--- config.mk ---
export PLATFORM = sky130hd
export DESIGN_NAME = ppu_scroll_address_registers_top_flat
export DESIGN_NICKNAME = d
export VERILOG_FILES = /design/src/hw/rtl/psar_pkg.sv /design/src/hw/rtl/psar_if.sv /design/src/hw/rtl/ppu_scroll_address_registers_top.sv /design/src/flat_wrapper.sv
export SDC_FILE = /design/constraint.sdc
export NUM_CORES = 1
export LEC_CHECK = 0
export BUFFER_PORTS_ARGS = -buffer_cell sky130_fd_sc_hd__buf_4
export CAP_MARGIN = 20
export CORE_MARGIN = 2
export CORE_UTILIZATION = 35
export CTS_CLUSTER_DIAMETER = 120
export DETAILED_ROUTE_END_ITERATION = 10
export HOLD_SLACK_MARGIN = 0.02
export PLACE_DENSITY_LB_ADDON = 0.1
export SLEW_MARGIN = 20
export SYNTH_ARGS = -nofsm -noshare
export SYNTH_HDL_FRONTEND = slang
export SYNTH_SLANG_ARGS = --single-unit
--- constraint.sdc ---
create_clock -name clk -period 4 [get_ports clk]
set_input_delay 0.6 -clock clk [delete_from_list [all_inputs] [get_ports clk]]
set_output_delay 0.6 -clock clk [all_outputs]
set_load 0.05 [all_outputs]
--- src/hw/rtl/psar_pkg.sv ---
// Shared types and constants for the scroll and address register unit.
`timescale 1ns / 1ps
`default_nettype none

package psar_pkg;

    // Command codes; codes 10 to 15 are unused and change nothing
    typedef enum logic [3:0] {
        CMD_CTRL_WR   = 4'd0,
        CMD_SCROLL_WR = 4'd1,
        CMD_ADDR_WR   = 4'd2,
        CMD_STATUS_RD = 4'd3,
        CMD_DATA_ACC  = 4'd4,
        CMD_INC_X     = 4'd5,
        CMD_INC_Y     = 4'd6,
        CMD_COPY_H    = 4'd7,
        CMD_COPY_V    = 4'd8,
        CMD_SOFT_RST  = 4'd9
    } cmd_t;

    localparam int unsigned ADDR_W     = 15;
    localparam int unsigned BUS_ADDR_W = 14;

    typedef logic [ADDR_W-1:0]     vaddr_t;
    typedef logic [BUS_ADDR_W-1:0] baddr_t;

    // Coarse Y rows: the last visible row wraps with a nametable flip,
    // the last encodable row wraps without one
    localparam logic [4:0] ROW_LAST_VISIBLE = 5'd29;
    localparam logic [4:0] ROW_LAST         = 5'd31;
    localparam logic [4:0] COARSE_X_LAST    = 5'd31;
    localparam logic [2:0] FINE_Y_LAST      = 3'd7;

    // Step sizes for data accesses
    localparam vaddr_t STEP_ONE  = 15'd1;
    localparam vaddr_t STEP_ROW  = 15'd32;

    // Fetch address bases
    localparam baddr_t NAMETABLE_BASE = 14'h2000;
    localparam baddr_t ATTR_BASE      = 14'h23C0;

endpackage

`default_nettype wire

--- src/hw/rtl/psar_if.sv ---
// Valid/ready channel interfaces for commands and results.
`timescale 1ns / 1ps
`default_nettype none

interface psar_cmd_if;
    logic            valid;
    logic            ready;
    psar_pkg::cmd_t  cmd;
    logic [7:0]      data;

    modport source (output valid, output cmd, output data, input ready);
    modport sink   (input valid, input cmd, input data, output ready);
endinterface

interface psar_rsp_if;
    logic               valid;
    logic               ready;
    psar_pkg::baddr_t   access_addr;
    psar_pkg::vaddr_t   vram_addr;
    logic [2:0]         fine_scroll_x;
    logic               toggle;
    psar_pkg::baddr_t   nametable_addr;
    psar_pkg::baddr_t   attribute_addr;
    logic [2:0]         attr_shift;
    logic [2:0]         fine_y;

    modport source (
        output valid, output access_addr, output vram_addr, output fine_scroll_x,
        output toggle, output nametable_addr, output attribute_addr,
        output attr_shift, output fine_y, input ready
    );
    modport sink (
        input valid, input access_addr, input vram_addr, input fine_scroll_x,
        input toggle, input nametable_addr, input attribute_addr,
        input attr_shift, input fine_y, output ready
    );
endinterface

`default_nettype wire

--- src/hw/rtl/ppu_scroll_address_registers_top.sv ---
// Scroll and address register unit: current/temporary VRAM address and fetch addresses.
`timescale 1ns / 1ps
`default_nettype none

// Takes one command per clock and returns one result per command, in the cycle
// after acceptance. The command updates the current and temporary VRAM address,
// fine X, the write toggle and the step-size flag in a single pass of logic
// that lands in the state registers and the result register at the same edge.
// The result register frees itself when taken, so with the result side ready
// a command is accepted every cycle; a stalled result holds the command side
// for as long as it waits. Soft reset clears everything but the current address.

module ppu_scroll_address_registers_top (
    input  wire logic     clk,
    input  wire logic     rst_n,
    psar_cmd_if.sink      item,
    psar_rsp_if.source    result
);

    // Architectural state
    psar_pkg::vaddr_t cur_addr_reg,  cur_addr_next;
    psar_pkg::vaddr_t temp_addr_reg, temp_addr_next;
    logic [2:0]       fine_x_reg,    fine_x_next;
    logic             toggle_reg,    toggle_next;
    logic             step32_reg,    step32_next;

    // Result register
    logic             out_valid_reg;
    psar_pkg::baddr_t access_reg,    access_next;
    psar_pkg::vaddr_t vram_reg;
    logic [2:0]       fine_sx_reg;
    logic             tog_out_reg;

    logic             accept;
    logic [4:0]       row;

    // Accept when the result register is empty or being drained
    assign item.ready = !out_valid_reg || result.ready;
    assign accept     = item.valid && item.ready;
    assign row        = cur_addr_reg[9:5];

    // Next state for the command in flight
    always_comb
    begin
        cur_addr_next  = cur_addr_reg;
        temp_addr_next = temp_addr_reg;
        fine_x_next    = fine_x_reg;
        toggle_next    = toggle_reg;
        step32_next    = step32_reg;
        access_next    = cur_addr_reg[psar_pkg::BUS_ADDR_W-1:0];
        case (item.cmd)
            psar_pkg::CMD_CTRL_WR:
            begin
                temp_addr_next[11:10] = item.data[1:0];
                step32_next           = item.data[2];
            end
            psar_pkg::CMD_SCROLL_WR:
            begin
                if (!toggle_reg)
                begin
                    temp_addr_next[4:0] = item.data[7:3];
                    fine_x_next         = item.data[2:0];
                    toggle_next         = 1'b1;
                end
                else
                begin
                    temp_addr_next[14:12] = item.data[2:0];
                    temp_addr_next[9:5]   = item.data[7:3];
                    toggle_next           = 1'b0;
                end
            end
            psar_pkg::CMD_ADDR_WR:
            begin
                if (!toggle_reg)
                begin
                    // High byte: bit 14 cleared, low byte kept
                    temp_addr_next = {1'b0, item.data[5:0], temp_addr_reg[7:0]};
                    toggle_next    = 1'b1;
                end
                else
                begin
                    temp_addr_next = {temp_addr_reg[14:8], item.data};
                    cur_addr_next  = {temp_addr_reg[14:8], item.data};
                    toggle_next    = 1'b0;
                end
            end
            psar_pkg::CMD_STATUS_RD:
            begin
                toggle_next = 1'b0;
            end
            psar_pkg::CMD_DATA_ACC:
            begin
                cur_addr_next = cur_addr_reg
                              + (step32_reg ? psar_pkg::STEP_ROW : psar_pkg::STEP_ONE);
            end
            psar_pkg::CMD_INC_X:
            begin
                if (cur_addr_reg[4:0] == psar_pkg::COARSE_X_LAST)
                begin
                    cur_addr_next[4:0] = 5'd0;
                    cur_addr_next[10]  = !cur_addr_reg[10];
                end
                else
                begin
                    cur_addr_next[4:0] = cur_addr_reg[4:0] + 5'd1;
                end
            end
            psar_pkg::CMD_INC_Y:
            begin
                if (cur_addr_reg[14:12] != psar_pkg::FINE_Y_LAST)
                begin
                    cur_addr_next[14:12] = cur_addr_reg[14:12] + 3'd1;
                end
                else
                begin
                    cur_addr_next[14:12] = 3'd0;
                    if (row == psar_pkg::ROW_LAST_VISIBLE)
                    begin
                        cur_addr_next[9:5] = 5'd0;
                        cur_addr_next[11]  = !cur_addr_reg[11];
                    end
                    else if (row == psar_pkg::ROW_LAST)
                    begin
                        cur_addr_next[9:5] = 5'd0;
                    end
                    else
                    begin
                        cur_addr_next[9:5] = row + 5'd1;
                    end
                end
            end
            psar_pkg::CMD_COPY_H:
            begin
                cur_addr_next[10]  = temp_addr_reg[10];
                cur_addr_next[4:0] = temp_addr_reg[4:0];
            end
            psar_pkg::CMD_COPY_V:
            begin
                cur_addr_next[14:11] = temp_addr_reg[14:11];
                cur_addr_next[9:5]   = temp_addr_reg[9:5];
            end
            psar_pkg::CMD_SOFT_RST:
            begin
                temp_addr_next = '0;
                fine_x_next    = 3'd0;
                toggle_next    = 1'b0;
                step32_next    = 1'b0;
            end
            default:
            begin
                cur_addr_next = cur_addr_reg;
            end
        endcase
    end

    // State registers
    always_ff @(posedge clk or negedge rst_n)
    begin
        if (!rst_n)
        begin
            cur_addr_reg  <= '0;
            temp_addr_reg <= '0;
            fine_x_reg    <= 3'd0;
            toggle_reg    <= 1'b0;
            step32_reg    <= 1'b0;
            out_valid_reg <= 1'b0;
        end
        else
        begin
            if (accept)
            begin
                cur_addr_reg  <= cur_addr_next;
                temp_addr_reg <= temp_addr_next;
                fine_x_reg    <= fine_x_next;
                toggle_reg    <= toggle_next;
                step32_reg    <= step32_next;
            end
            if (accept)
                out_valid_reg <= 1'b1;
            else if (result.ready)
                out_valid_reg <= 1'b0;
        end
    end

    // Result payload, loaded with each accepted command
    always_ff @(posedge clk)
    begin
        if (accept)
        begin
            access_reg  <= access_next;
            vram_reg    <= cur_addr_next;
            fine_sx_reg <= fine_x_next;
            tog_out_reg <= toggle_next;
        end
    end

    // Fetch addresses derived from the registered address
    assign result.valid          = out_valid_reg;
    assign result.access_addr    = access_reg;
    assign result.vram_addr      = vram_reg;
    assign result.fine_scroll_x  = fine_sx_reg;
    assign result.toggle         = tog_out_reg;
    assign result.nametable_addr = psar_pkg::NAMETABLE_BASE | {2'b00, vram_reg[11:0]};
    assign result.attribute_addr = psar_pkg::ATTR_BASE
                                 | {2'b00, vram_reg[11:10], 4'b0000,
                                    vram_reg[9:7], vram_reg[4:2]};
    assign result.attr_shift     = {vram_reg[6], vram_reg[1], 1'b0};
    assign result.fine_y         = vram_reg[14:12];

endmodule

`default_nettype wire

--- src/flat_wrapper.sv ---
// flat-port wrapper written by rule: the top's interface ports become plain ports
module ppu_scroll_address_registers_top_flat 
  (clk, rst_n, item_valid, item_cmd, item_data, item_ready, result_valid, result_access_addr, result_vram_addr, result_fine_scroll_x, result_toggle, result_nametable_addr, result_attribute_addr, result_attr_shift, result_fine_y, result_ready);
  psar_cmd_if item_i ();
  psar_rsp_if result_i ();
  input  wire logic clk;
  input  wire logic rst_n;
  input wire logic [$bits(item_i.valid)-1:0] item_valid;
  input wire logic [$bits(item_i.cmd)-1:0] item_cmd;
  input wire logic [$bits(item_i.data)-1:0] item_data;
  output wire logic [$bits(item_i.ready)-1:0] item_ready;
  output wire logic [$bits(result_i.valid)-1:0] result_valid;
  output wire logic [$bits(result_i.access_addr)-1:0] result_access_addr;
  output wire logic [$bits(result_i.vram_addr)-1:0] result_vram_addr;
  output wire logic [$bits(result_i.fine_scroll_x)-1:0] result_fine_scroll_x;
  output wire logic [$bits(result_i.toggle)-1:0] result_toggle;
  output wire logic [$bits(result_i.nametable_addr)-1:0] result_nametable_addr;
  output wire logic [$bits(result_i.attribute_addr)-1:0] result_attribute_addr;
  output wire logic [$bits(result_i.attr_shift)-1:0] result_attr_shift;
  output wire logic [$bits(result_i.fine_y)-1:0] result_fine_y;
  input wire logic [$bits(result_i.ready)-1:0] result_ready;
  assign item_i.valid = item_valid;
  assign item_i.cmd = item_cmd;
  assign item_i.data = item_data;
  assign item_ready = item_i.ready;
  assign result_valid = result_i.valid;
  assign result_access_addr = result_i.access_addr;
  assign result_vram_addr = result_i.vram_addr;
  assign result_fine_scroll_x = result_i.fine_scroll_x;
  assign result_toggle = result_i.toggle;
  assign result_nametable_addr = result_i.nametable_addr;
  assign result_attribute_addr = result_i.attribute_addr;
  assign result_attr_shift = result_i.attr_shift;
  assign result_fine_y = result_i.fine_y;
  assign result_i.ready = result_ready;
  ppu_scroll_address_registers_top u_core (.clk(clk), .rst_n(rst_n), .item(item_i), .result(result_i));
endmodule
==> impl_results.md <==
- Worst setup EP type: register
- Routed wire length on met3: 505 um
- Clock skew: 0.007385 ns
- Final Hold Fails: 0
- DRT iter0 DRCs: 215
- First-pass detailed-route iteration total: 4
- GRT Overall Usage: 17.60%
- Die Wd: 116.3 um
- Top post-synthesis cells by count: buf_4 (39), dfrtp_1 (36), edfxtp_1 (33), nand2_1 (33), nor2_1 (33)
- Sequential fraction of the synthesis area: 42.84%
- Largest net degree at the start of global routing: 39
- Post-CTS setup buffers: 0
- Gpl congestion: 0.8226
- Die area: 0.01353 mm2
- Routed vias/inst: 5.348
- Remaining antenna violation count after routing: 0
- First-pass GRT wire length: 18.08 mm
- DRC: 0
- Family with the most delay on the worst path: compound AO/OA/AOI/OAI gates
- Status: finished clean
- PnR worst setup slack: 1.454 ns
- Unrepaired setup endpoints after global routing: false
- Mean Syn Cell Area: 9.922 um2
- DP HPWL: 8.139 mm
- Sw frac: 39.61%
- Worst-skew pair later-pin latency: between 0.3 and 0.4 ns
- Area of the multi-input gates: 0.002077 mm2
- Wire per inst: approximately 18 um
- # H-tree levels: 3
- Synth area leaders: edfxtp_1 (22%), dfrtp_1 (20%), buf_4 (6.6%)
- Final Setup Violations: 0
- Clk buf depth: 2
- Worst path bufs/invs: 0
- Post-Syn Instances: approximately 450
- Row count: between 40 and 50
- CP max stage cell: dfrtp_1
- Routed met2 length: roughly 5.5 mm
- Count leader, synth: buf_4
- Share of power burned in registers: around 38%
- Post-synth EDFFs: 33
- Register-to-Register Setup Slack: around 1.5 ns
- Cell area after synthesis: 0.004415 mm2
- Warnings, synthesis: 0
- Hold crit path type: input pin to async pin
- Top_reg_cell synth: dfrtp_1
- Gate power share: 35.0%
- Cell mode on critical path: ha_1
- Routed WL: 11.53 mm
- Reg-to-Reg Start: u_core.cur_addr_reg[0]$_DFFE_PN0P_
- Max Freq: ~400 MHz
- Worst slew pin tran: a little under 0.8 ns
- Pwr/cell area: 651.0 mW/mm2
- Synth top area share: 22.44%
- Critical path class: register to register
- Post-cts repair resize count: 0
- Worst setup path start: u_core.cur_addr_reg[0]$_DFFE_PN0P_
- CTS Root Cell: clkbuf_16
- Ant diodes: 0
- Post-CTS Hold Buffers: 0
- Nets@finish: 504
- Setup TNS: 0 ns
- Peak VDD IR: 0.0001987 V
- Core box area: 0.01247 mm2
- Period utilisation layout: a little under two thirds
- Initial Utilization: a little over a third
- Clock-pin transition on the worst setup and hold timing paths: 0.06 ns
- Overall die height: 116.3 um
- Clock Power Share: 27.4%
- WP data arrival: 2.62 ns
- Crit path largest cell delay: roughly 0.46 ns
- CTS Sinks: 69
- CP cell instances: ha_1, ha_1, and3_1, a31o_2, a21boi_0, a311oi_2, or3_1
- Worst EP required: 4.07 ns
- Cell taking the most area after synthesis: edfxtp_1
- Setup crit start kind: register
- Synth-to-Final Area Change: 17.06%
- Critical path fanouts, max: 8
- Dpl ws: 1.225 ns
- Layout cells sized above 1: 26.09%
- Max cap viols: 0
- Port Buffers: 75
- FF+latch area: 0.001892 mm2
- Slew Limit Fails: 0
- Distinct cell type count after synthesis: 77
- Hold WS: 0.2511 ns
- Number of synthesized register bits: slightly below 70
- Worst rel slew slack: 47.67%
- IO Count: 85
- Sw Pwr: 1.333 mW
- CTS Buf Count: 9
- Length of routed wiring on met1: 5.454 mm
- Minimum clock period: between 2 and 3 ns
- Fill cell count: approximately 1,200
- Initial antenna violation count: 0
- Vias in the first global route: 3,240
- Top sig layer: met4
- Leak Pwr: 2.115 nW
- GR Overflow Total: 0
- Clock tree from TritonCTS: built
- Internal power: between 2 and 2.5 mW
- Vias: roughly 3,500
- Async set-reset flop share out of synthesis: 52.17%
worst register-to-register path: stages (launching register included):
cell      delay, ns
dfrtp_1        0.46
ha_1           0.30
ha_1           0.23
and3_1         0.23
a31o_2         0.34
a21boi_0       0.25
a311oi_2       0.08
or3_1          0.39
worst paths after layout:
check	end	cells after the start
min in group clk	u_core.result.valid$_DFFE_PN0P_	2
setup / recovery	u_core.result.vram_addr[10]$_DFFE_PP_	7
hold / removal	u_core.fine_x_reg[2]$_DFFE_PN0P_	1
setup reg to reg	u_core.result.vram_addr[10]$_DFFE_PP_	7
hold reg to reg	u_core.temp_addr_reg[10]$_DFFE_PN0P_	1
max in group asynchronous	u_core.cur_addr_reg[8]$_DFFE_PN0P_	1
kinds of logic after synthesis:
family,Yosys count,synth area share (%)
adder cells (fa/ha/maj),10,2.834
other,2,0.1701
AO/OA/AOI/OAI,124,20.06
buffers and inverters,75,10.71
multiplexers,18,4.534
flip-flops,69,42.84
XOR/XNOR,6,1.190
AND/OR/NAND/NOR,141,17.65
final cells by class:
class	count	area share, %
timing repair buffer	77	11.18
inverter	13	0.9441
multi-input combinational	308	40.18
clock inverter	3	0.8473
sequential	69	36.60
clock buffer	13	6.076
tap	172	4.164
placed cells by master (no fill, tap or decap), drive strengths merged, types with 3 or more instances in the layout:
cell	n
a211oi	9
a21oi	22
a22o	3
a22oi	5
a311oi	3
a31oi	17
and2	6
and3	8
and4	3
and4bb	3
buf	77
clkbuf	13
conb	9
dfrtp	36
edfxtp	33
ha	10
inv	13
mux2	16
nand2	33
nand2b	9
nand3	12
nand4	4
nor2	33
nor2b	5
nor3	7
nor4b	3
o211ai	6
o21ai	21
o22ai	3
o311ai	3
o31ai	5
or3	3
xnor2	3
xor2	3
per-stage QoR:
| stage | area, um2 | instances | utilization, % | total power, mW |
|---|---|---|---|---|
| 2_1_floorplan | 4442 | 452 | - | 2.162 |
| 3_3_place_gp | 4811 | 639 | 38.59 | 2.444 |
| 3_5_place_dp | 4811 | 639 | 38.59 | 2.457 |
| 4_1_cts | 5169 | 655 | 41.46 | 3.392 |
| 5_1_grt | 5169 | 655 | 41.46 | 3.554 |
| 6_report | 5169 | 655 | 41.46 | 3.365 |
power by group through the flow:
stage	combinational, mW	clock, mW	sequential, mW
floorplan	0.813	0	1.35
global placement	1.17	0	1.27
detailed placement	1.18	0	1.28
CTS	1.18	0.943	1.27
global route	1.28	0.967	1.30
finish	1.18	0.922	1.27
routing by layer:
metal | global-route usage [%] | up-vias
li1 | - | 1686
met1 | 24.41 | 1712
met2 | 28.37 | 98
met3 | 3.269 | 7
met4 | 4.683 | 0
met5 | 0 | -
Power figures use the tool's default switching activity.
